<file path="config.mk">
export PLATFORM = sky130hd
export DESIGN_NAME = deque_with_delete_by_value_core
export DESIGN_NICKNAME = d
export VERILOG_FILES = /design/src/rtl/core/ddq_pkg.sv /design/src/rtl/core/ddq_ram.sv /design/src/rtl/core/deque_with_delete_by_value_core.sv
export SDC_FILE = /design/constraint.sdc
export NUM_CORES = 1
export LEC_CHECK = 0
export ABC_AREA = 1
export BUFFER_PORTS_ARGS = -buffer_cell sky130_fd_sc_hd__buf_2
export CAP_MARGIN = 20
export CORE_MARGIN = 3
export CORE_UTILIZATION = 55
export DETAILED_ROUTE_END_ITERATION = 16
export PLACE_DENSITY = 0.71
export RECOVER_POWER = 50
export SLEW_MARGIN = 20
export SYNTH_ARGS = -nofsm -noshare
export SYNTH_HDL_FRONTEND = slang
export SYNTH_HIERARCHICAL = 1
export SYNTH_SLANG_ARGS = --single-unit
</file>
<file path="constraint.sdc">
create_clock -name clock -period 4.1 [get_ports clock]
set_input_delay 0.82 -clock clock [delete_from_list [all_inputs] [get_ports clock]]
set_output_delay 0.82 -clock clock [all_outputs]
set_load 0.005 [all_outputs]
</file>
<file path="src/rtl/core/ddq_pkg.sv">
// ----------------------------------------------------------------------------
// ddq_pkg
// Shared sizes, codes, microcode word layout and the control store of the
// deque with delete by value.
// ----------------------------------------------------------------------------
`default_nettype none

package ddq_pkg;

   localparam int DEPTH  = 16;
   localparam int AddrW  = $clog2(DEPTH);
   localparam int CntW   = $clog2(DEPTH + 1);
   localparam int SumW   = $clog2(2 * DEPTH + 1);
   localparam int DataW  = 32;
   localparam int FuncW  = 3;
   localparam int StatW  = 2;
   localparam int PcW    = 4;

   // request codes
   localparam logic [FuncW-1:0] FN_PUSH_FRONT = 3'd0;
   localparam logic [FuncW-1:0] FN_PUSH_BACK  = 3'd1;
   localparam logic [FuncW-1:0] FN_POP_FRONT  = 3'd2;
   localparam logic [FuncW-1:0] FN_POP_BACK   = 3'd3;
   localparam logic [FuncW-1:0] FN_DELETE     = 3'd4;

   // status codes
   localparam logic [StatW-1:0] ST_DONE = 2'd0;
   localparam logic [StatW-1:0] ST_MISS = 2'd1;
   localparam logic [StatW-1:0] ST_FULL = 2'd2;

   // control store addresses
   localparam logic [PcW-1:0] PC_PUSH_F     = 4'd0;
   localparam logic [PcW-1:0] PC_PUSH_F_WR  = 4'd1;
   localparam logic [PcW-1:0] PC_PUSH_B     = 4'd2;
   localparam logic [PcW-1:0] PC_PUSH_B_WR  = 4'd3;
   localparam logic [PcW-1:0] PC_POP_F      = 4'd4;
   localparam logic [PcW-1:0] PC_POP_F_UPD  = 4'd5;
   localparam logic [PcW-1:0] PC_POP_B      = 4'd6;
   localparam logic [PcW-1:0] PC_POP_B_UPD  = 4'd7;
   localparam logic [PcW-1:0] PC_SCAN_RD    = 4'd8;
   localparam logic [PcW-1:0] PC_SCAN_CMP   = 4'd9;
   localparam logic [PcW-1:0] PC_SHIFT_RD   = 4'd10;
   localparam logic [PcW-1:0] PC_SHIFT_WR   = 4'd11;
   localparam logic [PcW-1:0] PC_DEL        = 4'd12;
   localparam logic [PcW-1:0] PC_REFUSE     = 4'd13;
   localparam logic [PcW-1:0] PC_MISS       = 4'd14;

   typedef enum logic [2:0] {
      COND_NEXT,
      COND_ALWAYS,
      COND_FULL,
      COND_EMPTY,
      COND_KEND,
      COND_K1END,
      COND_NOMATCH
   } cond_type;

   typedef enum logic [0:0] { RA_K, RA_K1 } rd_sel_type;
   typedef enum logic [1:0] { WA_FRONT_M1, WA_BACK, WA_K } wr_sel_type;
   typedef enum logic [0:0] { WD_VALUE, WD_RDATA } wd_sel_type;
   typedef enum logic [1:0] { K_HOLD, K_INC, K_INC_TK } k_op_type;
   typedef enum logic [1:0] { CNT_HOLD, CNT_INC, CNT_DEC } cnt_op_type;
   typedef enum logic [1:0] { FR_HOLD, FR_INC, FR_DEC } front_op_type;

   typedef struct packed {
      cond_type         cond;
      logic [PcW-1:0]   target;
      rd_sel_type       ra;
      logic             we;
      wr_sel_type       wa;
      wd_sel_type       wd;
      k_op_type         k_op;
      cnt_op_type       cnt_op;
      front_op_type     front_op;
      logic [StatW-1:0] status;
      logic             last;
   } uword_type;

   localparam uword_type UW_NOP = '{
      cond: COND_NEXT, target: PC_MISS, ra: RA_K, we: 1'b0, wa: WA_K,
      wd: WD_VALUE, k_op: K_HOLD, cnt_op: CNT_HOLD, front_op: FR_HOLD,
      status: ST_DONE, last: 1'b0
   };

   // ring position of an offset from the front entry
   function automatic logic [AddrW-1:0] ring_pos(input logic [AddrW-1:0] front,
                                                 input logic [CntW-1:0]  off);
      logic [SumW-1:0] sum;
      sum = SumW'(front) + SumW'(off);
      if (sum >= SumW'(DEPTH)) begin
         sum = sum - SumW'(DEPTH);
      end
      return sum[AddrW-1:0];
   endfunction

   function automatic logic [PcW-1:0] entry_pc(input logic [FuncW-1:0] func);
      logic [PcW-1:0] pc;
      case (func)
         FN_PUSH_FRONT: pc = PC_PUSH_F;
         FN_PUSH_BACK:  pc = PC_PUSH_B;
         FN_POP_FRONT:  pc = PC_POP_F;
         FN_POP_BACK:   pc = PC_POP_B;
         FN_DELETE:     pc = PC_SCAN_RD;
         default:       pc = PC_MISS;
      endcase
      return pc;
   endfunction

   // control store
   function automatic uword_type ucode(input logic [PcW-1:0] pc);
      uword_type uw;
      uw = UW_NOP;
      case (pc)
         PC_PUSH_F: begin
            uw.cond   = COND_FULL;
            uw.target = PC_REFUSE;
         end
         PC_PUSH_F_WR: begin
            uw.we       = 1'b1;
            uw.wa       = WA_FRONT_M1;
            uw.wd       = WD_VALUE;
            uw.front_op = FR_DEC;
            uw.cnt_op   = CNT_INC;
            uw.last     = 1'b1;
         end
         PC_PUSH_B: begin
            uw.cond   = COND_FULL;
            uw.target = PC_REFUSE;
         end
         PC_PUSH_B_WR: begin
            uw.we     = 1'b1;
            uw.wa     = WA_BACK;
            uw.wd     = WD_VALUE;
            uw.cnt_op = CNT_INC;
            uw.last   = 1'b1;
         end
         PC_POP_F: begin
            uw.cond   = COND_EMPTY;
            uw.target = PC_MISS;
         end
         PC_POP_F_UPD: begin
            uw.front_op = FR_INC;
            uw.cnt_op   = CNT_DEC;
            uw.last     = 1'b1;
         end
         PC_POP_B: begin
            uw.cond   = COND_EMPTY;
            uw.target = PC_MISS;
         end
         PC_POP_B_UPD: begin
            uw.cnt_op = CNT_DEC;
            uw.last   = 1'b1;
         end
         PC_SCAN_RD: begin
            uw.cond   = COND_KEND;
            uw.target = PC_MISS;
            uw.ra     = RA_K;
         end
         PC_SCAN_CMP: begin
            // no match: step on and read the next entry
            uw.cond   = COND_NOMATCH;
            uw.target = PC_SCAN_RD;
            uw.k_op   = K_INC_TK;
         end
         PC_SHIFT_RD: begin
            uw.cond   = COND_K1END;
            uw.target = PC_DEL;
            uw.ra     = RA_K1;
         end
         PC_SHIFT_WR: begin
            uw.cond   = COND_ALWAYS;
            uw.target = PC_SHIFT_RD;
            uw.we     = 1'b1;
            uw.wa     = WA_K;
            uw.wd     = WD_RDATA;
            uw.k_op   = K_INC;
         end
         PC_DEL: begin
            uw.cnt_op = CNT_DEC;
            uw.last   = 1'b1;
         end
         PC_REFUSE: begin
            uw.status = ST_FULL;
            uw.last   = 1'b1;
         end
         default: begin
            uw.status = ST_MISS;
            uw.last   = 1'b1;
         end
      endcase
      return uw;
   endfunction

endpackage

`default_nettype wire

</file>
<file path="src/rtl/core/ddq_ram.sv">
// ----------------------------------------------------------------------------
// ddq_ram
// Generic single write port, single read port RAM with registered read data.
// ----------------------------------------------------------------------------
`default_nettype none

module ddq_ram #(
   parameter int Width = 32,
   parameter int Depth = 16
) (
   input  wire logic                     clock,
   input  wire logic                     wr_en,
   input  wire logic [$clog2(Depth)-1:0] wr_addr,
   input  wire logic [Width-1:0]         wr_data,
   input  wire logic [$clog2(Depth)-1:0] rd_addr,
   output logic      [Width-1:0]         rd_data
);

   logic [Width-1:0] mem_ff [Depth];
   logic [Width-1:0] rd_data_ff;

   always_ff @(posedge clock) begin
      if (wr_en) begin
         mem_ff[wr_addr] <= wr_data;
      end
      rd_data_ff <= mem_ff[rd_addr];
   end

   assign rd_data = rd_data_ff;

endmodule

`default_nettype wire

</file>
<file path="src/rtl/core/deque_with_delete_by_value_core.sv">
// ----------------------------------------------------------------------------
// deque_with_delete_by_value_core
// Bounded double-ended queue of signed 32-bit values with delete of the first
// matching entry, run by a small microprogram over a ring buffer in RAM.
// ----------------------------------------------------------------------------
//  channel   ports                              transfer when
//  request   start, busy, req_func, req_value   start high and busy low
//  response  rsp_strobe, rsp_status, rsp_count  rsp_strobe high (one cycle)
//
// push and pop run a check step, then an update or a refusal step; delete walks
// all n entries on a hit and on a miss alike, two steps per entry, set by the
// single read port of the entry RAM and its registered read.
// a new request is taken in the same cycle its predecessor's response shows.
// reset clears the front position and count; the RAM is never cleared.
// the response side cannot stall.
// ----------------------------------------------------------------------------
`default_nettype none

module deque_with_delete_by_value_core (
   input  wire logic                          clock,
   input  wire logic                          reset,
   input  wire logic                          start,
   output logic                               busy,
   input  wire logic [ddq_pkg::FuncW-1:0]     req_func,
   input  wire logic signed [ddq_pkg::DataW-1:0] req_value,
   output logic                               rsp_strobe,
   output logic      [ddq_pkg::StatW-1:0]     rsp_status,
   output logic      [ddq_pkg::CntW-1:0]      rsp_count
);

   localparam int AW = ddq_pkg::AddrW;
   localparam int CW = ddq_pkg::CntW;
   localparam int DW = ddq_pkg::DataW;

   logic                           busy_ff;
   logic [ddq_pkg::PcW-1:0]        upc_ff;
   logic [ddq_pkg::PcW-1:0]        upc_in;
   logic [AW-1:0]                  front_ff;
   logic [AW-1:0]                  front_in;
   logic [CW-1:0]                  cnt_ff;
   logic [CW-1:0]                  cnt_in;
   logic [CW-1:0]                  k_ff;
   logic [CW-1:0]                  k_in;
   logic [DW-1:0]                  value_ff;
   logic                           rsp_strobe_ff;
   logic [ddq_pkg::StatW-1:0]      rsp_status_ff;
   logic [CW-1:0]                  rsp_count_ff;

   ddq_pkg::uword_type             uw;
   logic                           taken;
   logic [CW:0]                    k_p1;
   logic [AW-1:0]                  front_m1;
   logic [AW-1:0]                  front_p1;
   logic [AW-1:0]                  rd_addr;
   logic [AW-1:0]                  wr_addr;
   logic [DW-1:0]                  wr_data;
   logic [DW-1:0]                  rd_data;
   logic                           wr_en;
   logic                           accept;

   assign accept = start && !busy_ff;
   assign uw     = ddq_pkg::ucode(upc_ff);
   assign k_p1   = {1'b0, k_ff} + (CW + 1)'(1);

   assign front_m1 = (front_ff == '0) ? AW'(ddq_pkg::DEPTH - 1) : front_ff - AW'(1);
   assign front_p1 = (front_ff == AW'(ddq_pkg::DEPTH - 1)) ? '0 : front_ff + AW'(1);

   // branch condition
   always_comb begin
      case (uw.cond)
         ddq_pkg::COND_NEXT:    taken = 1'b0;
         ddq_pkg::COND_ALWAYS:  taken = 1'b1;
         ddq_pkg::COND_FULL:    taken = (cnt_ff == CW'(ddq_pkg::DEPTH));
         ddq_pkg::COND_EMPTY:   taken = (cnt_ff == '0);
         ddq_pkg::COND_KEND:    taken = (k_ff >= cnt_ff);
         ddq_pkg::COND_K1END:   taken = (k_p1 >= {1'b0, cnt_ff});
         ddq_pkg::COND_NOMATCH: taken = (rd_data != value_ff);
         default:               taken = 1'b0;
      endcase
   end

   assign upc_in = taken ? uw.target : upc_ff + ddq_pkg::PcW'(1);

   always_comb begin
      case (uw.k_op)
         ddq_pkg::K_INC:    k_in = k_p1[CW-1:0];
         ddq_pkg::K_INC_TK: k_in = taken ? k_p1[CW-1:0] : k_ff;
         default:           k_in = k_ff;
      endcase
   end

   always_comb begin
      case (uw.cnt_op)
         ddq_pkg::CNT_INC: cnt_in = cnt_ff + CW'(1);
         ddq_pkg::CNT_DEC: cnt_in = cnt_ff - CW'(1);
         default:          cnt_in = cnt_ff;
      endcase
   end

   always_comb begin
      case (uw.front_op)
         ddq_pkg::FR_INC: front_in = front_p1;
         ddq_pkg::FR_DEC: front_in = front_m1;
         default:         front_in = front_ff;
      endcase
   end

   // entry RAM addressing
   assign rd_addr = (uw.ra == ddq_pkg::RA_K1) ? ddq_pkg::ring_pos(front_ff, k_p1[CW-1:0])
                                              : ddq_pkg::ring_pos(front_ff, k_ff);

   always_comb begin
      case (uw.wa)
         ddq_pkg::WA_FRONT_M1: wr_addr = front_m1;
         ddq_pkg::WA_BACK:     wr_addr = ddq_pkg::ring_pos(front_ff, cnt_ff);
         default:              wr_addr = ddq_pkg::ring_pos(front_ff, k_ff);
      endcase
   end

   assign wr_data = (uw.wd == ddq_pkg::WD_RDATA) ? rd_data : value_ff;
   assign wr_en   = busy_ff && uw.we;

   ddq_ram #(
      .Width (DW),
      .Depth (ddq_pkg::DEPTH)
   ) u_entries (
      .clock   (clock),
      .wr_en   (wr_en),
      .wr_addr (wr_addr),
      .wr_data (wr_data),
      .rd_addr (rd_addr),
      .rd_data (rd_data)
   );

   always_ff @(posedge clock) begin
      if (reset) begin
         busy_ff       <= 1'b0;
         upc_ff        <= ddq_pkg::PC_MISS;
         front_ff      <= '0;
         cnt_ff        <= '0;
         k_ff          <= '0;
         rsp_strobe_ff <= 1'b0;
         rsp_status_ff <= ddq_pkg::ST_DONE;
         rsp_count_ff  <= '0;
      end else begin
         rsp_strobe_ff <= 1'b0;
         if (accept) begin
            busy_ff  <= 1'b1;
            upc_ff   <= ddq_pkg::entry_pc(req_func);
            value_ff <= req_value;
            k_ff     <= '0;
         end else if (busy_ff) begin
            upc_ff   <= upc_in;
            k_ff     <= k_in;
            cnt_ff   <= cnt_in;
            front_ff <= front_in;
            if (uw.last) begin
               busy_ff       <= 1'b0;
               rsp_strobe_ff <= 1'b1;
               rsp_status_ff <= uw.status;
               rsp_count_ff  <= cnt_in;
            end
         end
      end
   end

   assign busy       = busy_ff;
   assign rsp_strobe = rsp_strobe_ff;
   assign rsp_status = rsp_status_ff;
   assign rsp_count  = rsp_count_ff;

endmodule

`default_nettype wire
</file>
Word level (Yosys, flattened, before mapping)
Memories as Yosys holds them, arrays and structs flattened. A register that Yosys moved wholly into a read port is not among the register bits.
Index checks and enable logic that the tools add are counted.
Widths: inputs -> output; s select.
{ "totals": {"ff_bits": 59, "ram_bits": 512, "inputBits": 38, "n_memories": 1} }
{ "classes": {"addsub": 12, "n_lt_le_gt_ge": 5, "eq_ne": 34, "muxes": 30, "n_bitwise": 4, "n_reduce_logical": 24} }
{ "memory_table": {"columns": ["name", "words", "word_bits", "rd", "rd_clocked_by_memory_dff", "write_ports", "line_no", "rtl"], "rows": [
  ["u_entries.mem_ff", 16, 32, 1, 1, 1, "ddq_ram.sv:19", "logic [Width-1:0] mem_ff [Depth];"]
]} }
{ "op_table": {"columns": ["operator", "n"], "rows": [
  ["$pmux 7 s6", 1],
  ["$mux 4", 9],
  ["$mux 32", 1],
  ["$ne 32x32->1", 1],
  ["$eq 4x4->1 const B", 7],
  ["$pmux 4 s5", 1],
  ["$pmux 5 s2", 2],
  ["$add 4x5->6", 3],
  ["$ge 6x5->1 const B", 3],
  ["$eq 4x3->1 const B", 4],
  ["$pmux 2 s2", 4],
  ["$pmux 4 s2", 2],
  ["$sub 4x1->4 const B", 4],
  ["$reduce_or 13->1", 1],
  ["$eq 3x2->1 const B", 4],
  ["$eq 3x3->1 const B", 4],
  ["$pmux 4 s3", 1],
  ["$reduce_and 3->1", 3],
  ["$add 4x1->4 const B", 2],
  ["$eq 2x1->1 const B", 4],
  ["$eq 4x2->1 const B", 2],
  ["$logic_not 4->1", 2],
  ["$reduce_or 2->1", 4],
  ["$reduce_or 8->1", 1],
  ["other kinds (22)", 39]
]} }

Logic depth before layout (Yosys ltp)
{ "logic_depth": {"depth_word": 8, "mapped_depth": 18, "ltp_nobuf": 18} }

Hierarchy
Netlist, hierarchy kept.
{ "by_module_without_submodules": {"columns": ["module", "instances", "cells_each", "area_each_um2", "seq_area_each_um2"], "rows": [
  ["ddq_ram", 1, 2120, 22744.3, 16015.4],
  ["deque_with_delete_by_value_core", 1, 580, 4346.7, 1501.4]
]} }

Least setup slack after synthesis
Ideal clock, no wire load.
{ "synth_timing": {"kind": "reg2reg", "from": "register front_ff[2]", "to": "memory u_entries.mem_ff[12][0] (enable)", "setup_ps": 421, "arrival_ps": 3232, "required_time_ps": 3679, "setup_slack_ps": 446, "path_stages_with_launch": 9, "period_less_slack_ps": 3654, "path_cell_list": "dfxtp_1 ha_1 nand2_1 nor2_1 a211oi_1 xor2_1 o311ai_0 nand3_1 nor2_1"} }
{ "synth_via": {"elab_chain_cells": 4, "elab_cells_between_ends": 12, "classes_between": "add/sub (5); order compare (2); mux (4); reduce/logical (1)"} }
{ "synth_rtl": {"columns": ["element", "line_no", "rtl"], "rows": [
  ["start: declaration", "deque_with_delete_by_value_core.sv:38", "logic [AW-1:0] front_ff;"],
  ["start signal: assignment", "deque_with_delete_by_value_core.sv:156", "front_ff <= front_in;"],
  ["$add 4x5->6", "ddq_pkg.sv:89", "sum = SumW'(front) + SumW'(off);"],
  ["$ge 6x5->1 or $sub 4x1->4 (tied branches)", "ddq_pkg.sv:90, ddq_pkg.sv:91", null],
  ["$mux 4", "ddq_pkg.sv:90", "if (sum >= SumW'(DEPTH)) begin"],
  ["$pmux 4 s2 (*)", "deque_with_delete_by_value_core.sv:113", "case (uw.wa)"],
  ["named net wr_addr[3]", "deque_with_delete_by_value_core.sv:55", "logic [AW-1:0] wr_addr;"],
  ["end: declaration", "ddq_ram.sv:19", null]
]} }
The timed path passes the listed nets; every way through them passes the cells marked *.

Worst setup path in the final report
{ "layout_timing": {"from": "register upc_ff[3] (netlist bit)", "to": "memory u_entries.mem_ff[11][21] (data pin)"} }
{ "layout_via": {"elab_chain_cells": 3, "elab_cells_between_ends": 5, "classes_between": "eq/ne (3); mux (2)"} }
{ "layout_rtl": {"columns": ["element", "line_no", "rtl"], "rows": [
  ["start: declaration", "deque_with_delete_by_value_core.sv:36", "logic [ddq_pkg::PcW-1:0] upc_ff;"],
  ["start signal: assignment", "deque_with_delete_by_value_core.sv:138", "upc_ff <= ddq_pkg::PC_MISS;"],
  ["start signal: assignment", "deque_with_delete_by_value_core.sv:149", "upc_ff <= ddq_pkg::entry_pc(req_func);"],
  ["start signal: assignment", "deque_with_delete_by_value_core.sv:153", "upc_ff <= upc_in;"],
  ["$eq 4x4->1 (tied with other cells)", "ddq_pkg.sv:113", "case (pc)"],
  ["$pmux 4 s3 (*)", "ddq_pkg.sv:113", null],
  ["$mux 32 (*)", "deque_with_delete_by_value_core.sv:120", "assign wr_data = (uw.wd == ddq_pkg::WD_RDATA) ? rd_data : value_ff;"],
  ["named net wr_data[21]", "deque_with_delete_by_value_core.sv:56", "logic [DW-1:0] wr_data;"]
]} }
Marks and branches as above.

==> impl_metrics.env <==
export IMPL_setup_worst_path_start_class="register"
export IMPL_setup_tns_ps=0
export IMPL_hold_class="in2reg"
export IMPL_synth_avg_cell_area_um2=10.0
export IMPL_gp_congestion=0.880
export IMPL_crit_path_max_incr_delay_ps=810
export IMPL_crit_slowest_cell="nand2_1"
export IMPL_numCtsBuffers=61
export IMPL_utilization=0.625
export IMPL_p_seq_frac=0.508
export IMPL_clock_latency_ps=640
export IMPL_cts_buffer_depth=3
export IMPL_postCtsSetupBuffers=0
export IMPL_rsz0062_at_grt="false"
export IMPL_violations="max-capacitance violations, max-slew violations"
export IMPL_track_usage=0.245
export IMPL_yosysUniqueCellTypes=46
export IMPL_power_internal_mw=10.3
export IMPL_met2_usage=0.406
export IMPL_syn_area_um2=27100
export IMPL_nNetsFinal=2824
export IMPL_ys_seq_area_frac=0.647
export IMPL_ir_worst_vdd_mv=0.358
export IMPL_finalMaxSlewViolations=17
export IMPL_clk_pin_slew_worst_paths_ps=60
export IMPL_gr_total_overflow=0
export IMPL_coreArea_um2=48100
export IMPL_pwr_share_comb=0.080
export IMPL_status="finished, violations left"
export IMPL_wl_mm=64.0
export IMPL_layout_common_cells="nand2_1, edfxtp_1, inv_1, nand3_1, clkbuf_16"
export IMPL_dp_slack_ps=464
export IMPL_fin_cells=3459
export IMPL_tightest_slew_ps=1990
export IMPL_rows=80
export IMPL_cts_tree="yes"
export IMPL_crit_fanout=24
export IMPL_met1_usage=0.334
export IMPL_finalSetupViolCount=0
export IMPL_portBuffers=46
export IMPL_ant_nets=0
export IMPL_synth_top_area_frac=0.603
export IMPL_ioPinCount=47
export IMPL_p_sw_mw=3.17
export IMPL_drc_errors=0
export IMPL_skew_ps=32.6
export IMPL_first_pass_iters=7
export IMPL_power_share_clock=0.412
export IMPL_cts_root_buf="clkbuf_16"
export IMPL_cts_repair_resized=0
export IMPL_initial_core_util=0.563
export IMPL_power_density_nw_per_um2=449
export IMPL_grtUsageMet3=0.0405
export IMPL_via_count=18700
export IMPL_synth_seq_cells=603
export IMPL_grt_pass1_wl_mm=101
export IMPL_grt_max_degree=145
export IMPL_ctsHoldBuffers=0
export IMPL_synthArstFlopShare=0
export IMPL_min_period_ps=3790
export IMPL_n_antenna_cell=0
export IMPL_hpwl_mm=35.9
export IMPL_slew_limit_headroom=-0.328
export IMPL_critPathArrivalTime_ps=4110
export IMPL_p_leak_nw=12.8
export IMPL_cp_data_required_time_ps=4420
export IMPL_path_cells="inv_1 -> nor2_1 -> nand2_1 -> clkbuf_2 -> o21ai_0 -> clkbuf_1"
export IMPL_cts_htree_levels=2
export IMPL_netlist_instances=2700
export IMPL_die_width_um=228
export IMPL_synth_edf_count=544
export IMPL_antenna_found_initial=0
export IMPL_switching_share=0.235
export IMPL_die_h_um=228
export IMPL_post_drt_wl_per_cell_um=18.5
export IMPL_drtIter0Drc=1876
export IMPL_via_per_inst=5.41
export IMPL_grt_pass1_vias=18300
export IMPL_area_growth_pct=11.0
export IMPL_final_common_cell="nand2_1"
export IMPL_whs_ps=355
export IMPL_critical_path_endpoint_type="register"
export IMPL_die_area_um2=52000
export IMPL_placed_cells_incl_taps=3343
export IMPL_period_share=0.925
export IMPL_fin_ws_ps=309
export IMPL_syn_num_nets=2774
export IMPL_cts_sinks=603
export IMPL_busiest_layer="met2"
export IMPL_fmax_ghz=0.264
export IMPL_ys_flop_type="edfxtp_1"
export IMPL_synthTopCellsByArea="edfxtp_1, nand2_1, nand3_1, inv_1, dfxtp_1"
export IMPL_cap_violations=1
export IMPL_critPathKind="reg2reg"
export IMPL_synth_area_leader_cell="edfxtp_1"
export IMPL_hold_viol=0
export IMPL_yosys_warnings=6
export IMPL_layout_drive_gt1_share=0.0803
## worst max-delay path, delay by kind of cell, from the launching register on
family | cells | cell delay, ps
AOI/OAI and AO/OA | 1 | 320
buffers and inverters | 3 | 1440
DFF | 1 | 580
and+or+nand+nor | 2 | 1140
## registers in the layout, summed over array words and instances (netlist names)
signal	flops
rsp_count	5
u_entries/rd_data	32
front_ff	4
value_ff	32
upc_ff	4
cnt_ff	5
k_ff	5
u_entries/mem_ff	512
busy	1
rsp_status	2
rsp_strobe	1
## metal layers
layer,up-vias,routed length [µm]
li1,8827,-
met1,8924,26700
met2,826,30500
met3,137,4980
met4,0,1780
met5,-,0
## final timing paths
| check | end | start | slack [ps] | cells after the start |
|---|---|---|---|---|
| worst min register to register | rsp_count[3] | rsp_count[3] | 480 | 2 |
| worst max-delay path | u_entries/mem_ff[11][21] | upc_ff[3] | 310 | 6 |
| worst max register to register | u_entries/mem_ff[11][21] | upc_ff[3] | 310 | 6 |
| worst min-delay path | value_ff[14] | req_value[14] | 360 | 1 |
## area by class of cell
class	count	area, µm²
repair buffers	104	802
multi-input cells	1519	7190
flip-flops and latches	603	17500
fillers	3737	18100
clock inverters	33	354
well taps	656	821
clock buffers	83	1660
inverters	461	1740
## cells in the mapped netlist, types with 2 or more instances
| master | instances |
|---|---|
| a211oi_1 | 4 |
| a21o_1 | 2 |
| a21oi_1 | 31 |
| a21oi_2 | 4 |
| a31oi_1 | 3 |
| buf_1 | 14 |
| buf_2 | 45 |
| buf_4 | 9 |
| buf_6 | 28 |
| clkbuf_1 | 19 |
| dfxtp_1 | 59 |
| edfxtp_1 | 544 |
| fa_1 | 4 |
| ha_1 | 32 |
| inv_1 | 453 |
| inv_2 | 7 |
| nand2_1 | 862 |
| nand2_2 | 4 |
| nand2_4 | 2 |
| nand3_1 | 413 |
| nand3_2 | 3 |
| nand3b_1 | 4 |
| nand4_1 | 2 |
| nor2_1 | 51 |
| nor2_4 | 3 |
| nor3_1 | 4 |
| o211ai_1 | 2 |
| o21ai_0 | 30 |
| o21ai_1 | 6 |
| o311ai_0 | 2 |
| xnor2_1 | 31 |
| xor2_1 | 9 |
## power by group through the flow
stage / Combinational (mW) / Sequential [mW] / Clock [mW]
global route: 1.22 / 6.86 / 5.88
global placement: 1.07 / 6.98 / 0
floorplan: 0.864 / 6.96 / 0
finish: 1.09 / 6.86 / 5.56
detailed placement: 1.10 / 6.98 / 0
CTS: 1.10 / 6.85 / 5.63
## cell families (layout without fill, tap and decap cells)
family	count (synthesis)	after routing	synth area share
AO/OA/AOI/OAI	90	90	0.0192
XOR/XNOR	40	40	0.0129
adder cells (fa/ha/maj)	36	36	0.0177
buffers and inverters	578	681	0.0924
flip-flops	603	603	0.647
AND/OR/NAND/NOR	1353	1353	0.211
## stage by stage
step	total power [mW]	instance area (µm²)
global placement	8.05	28200
floorplan	7.83	27100
detailed placement	8.08	28200
global route	14.0	30100
finish	13.5	30100
CTS	13.6	30200
Note: power is estimated with default switching activity, not from simulation.
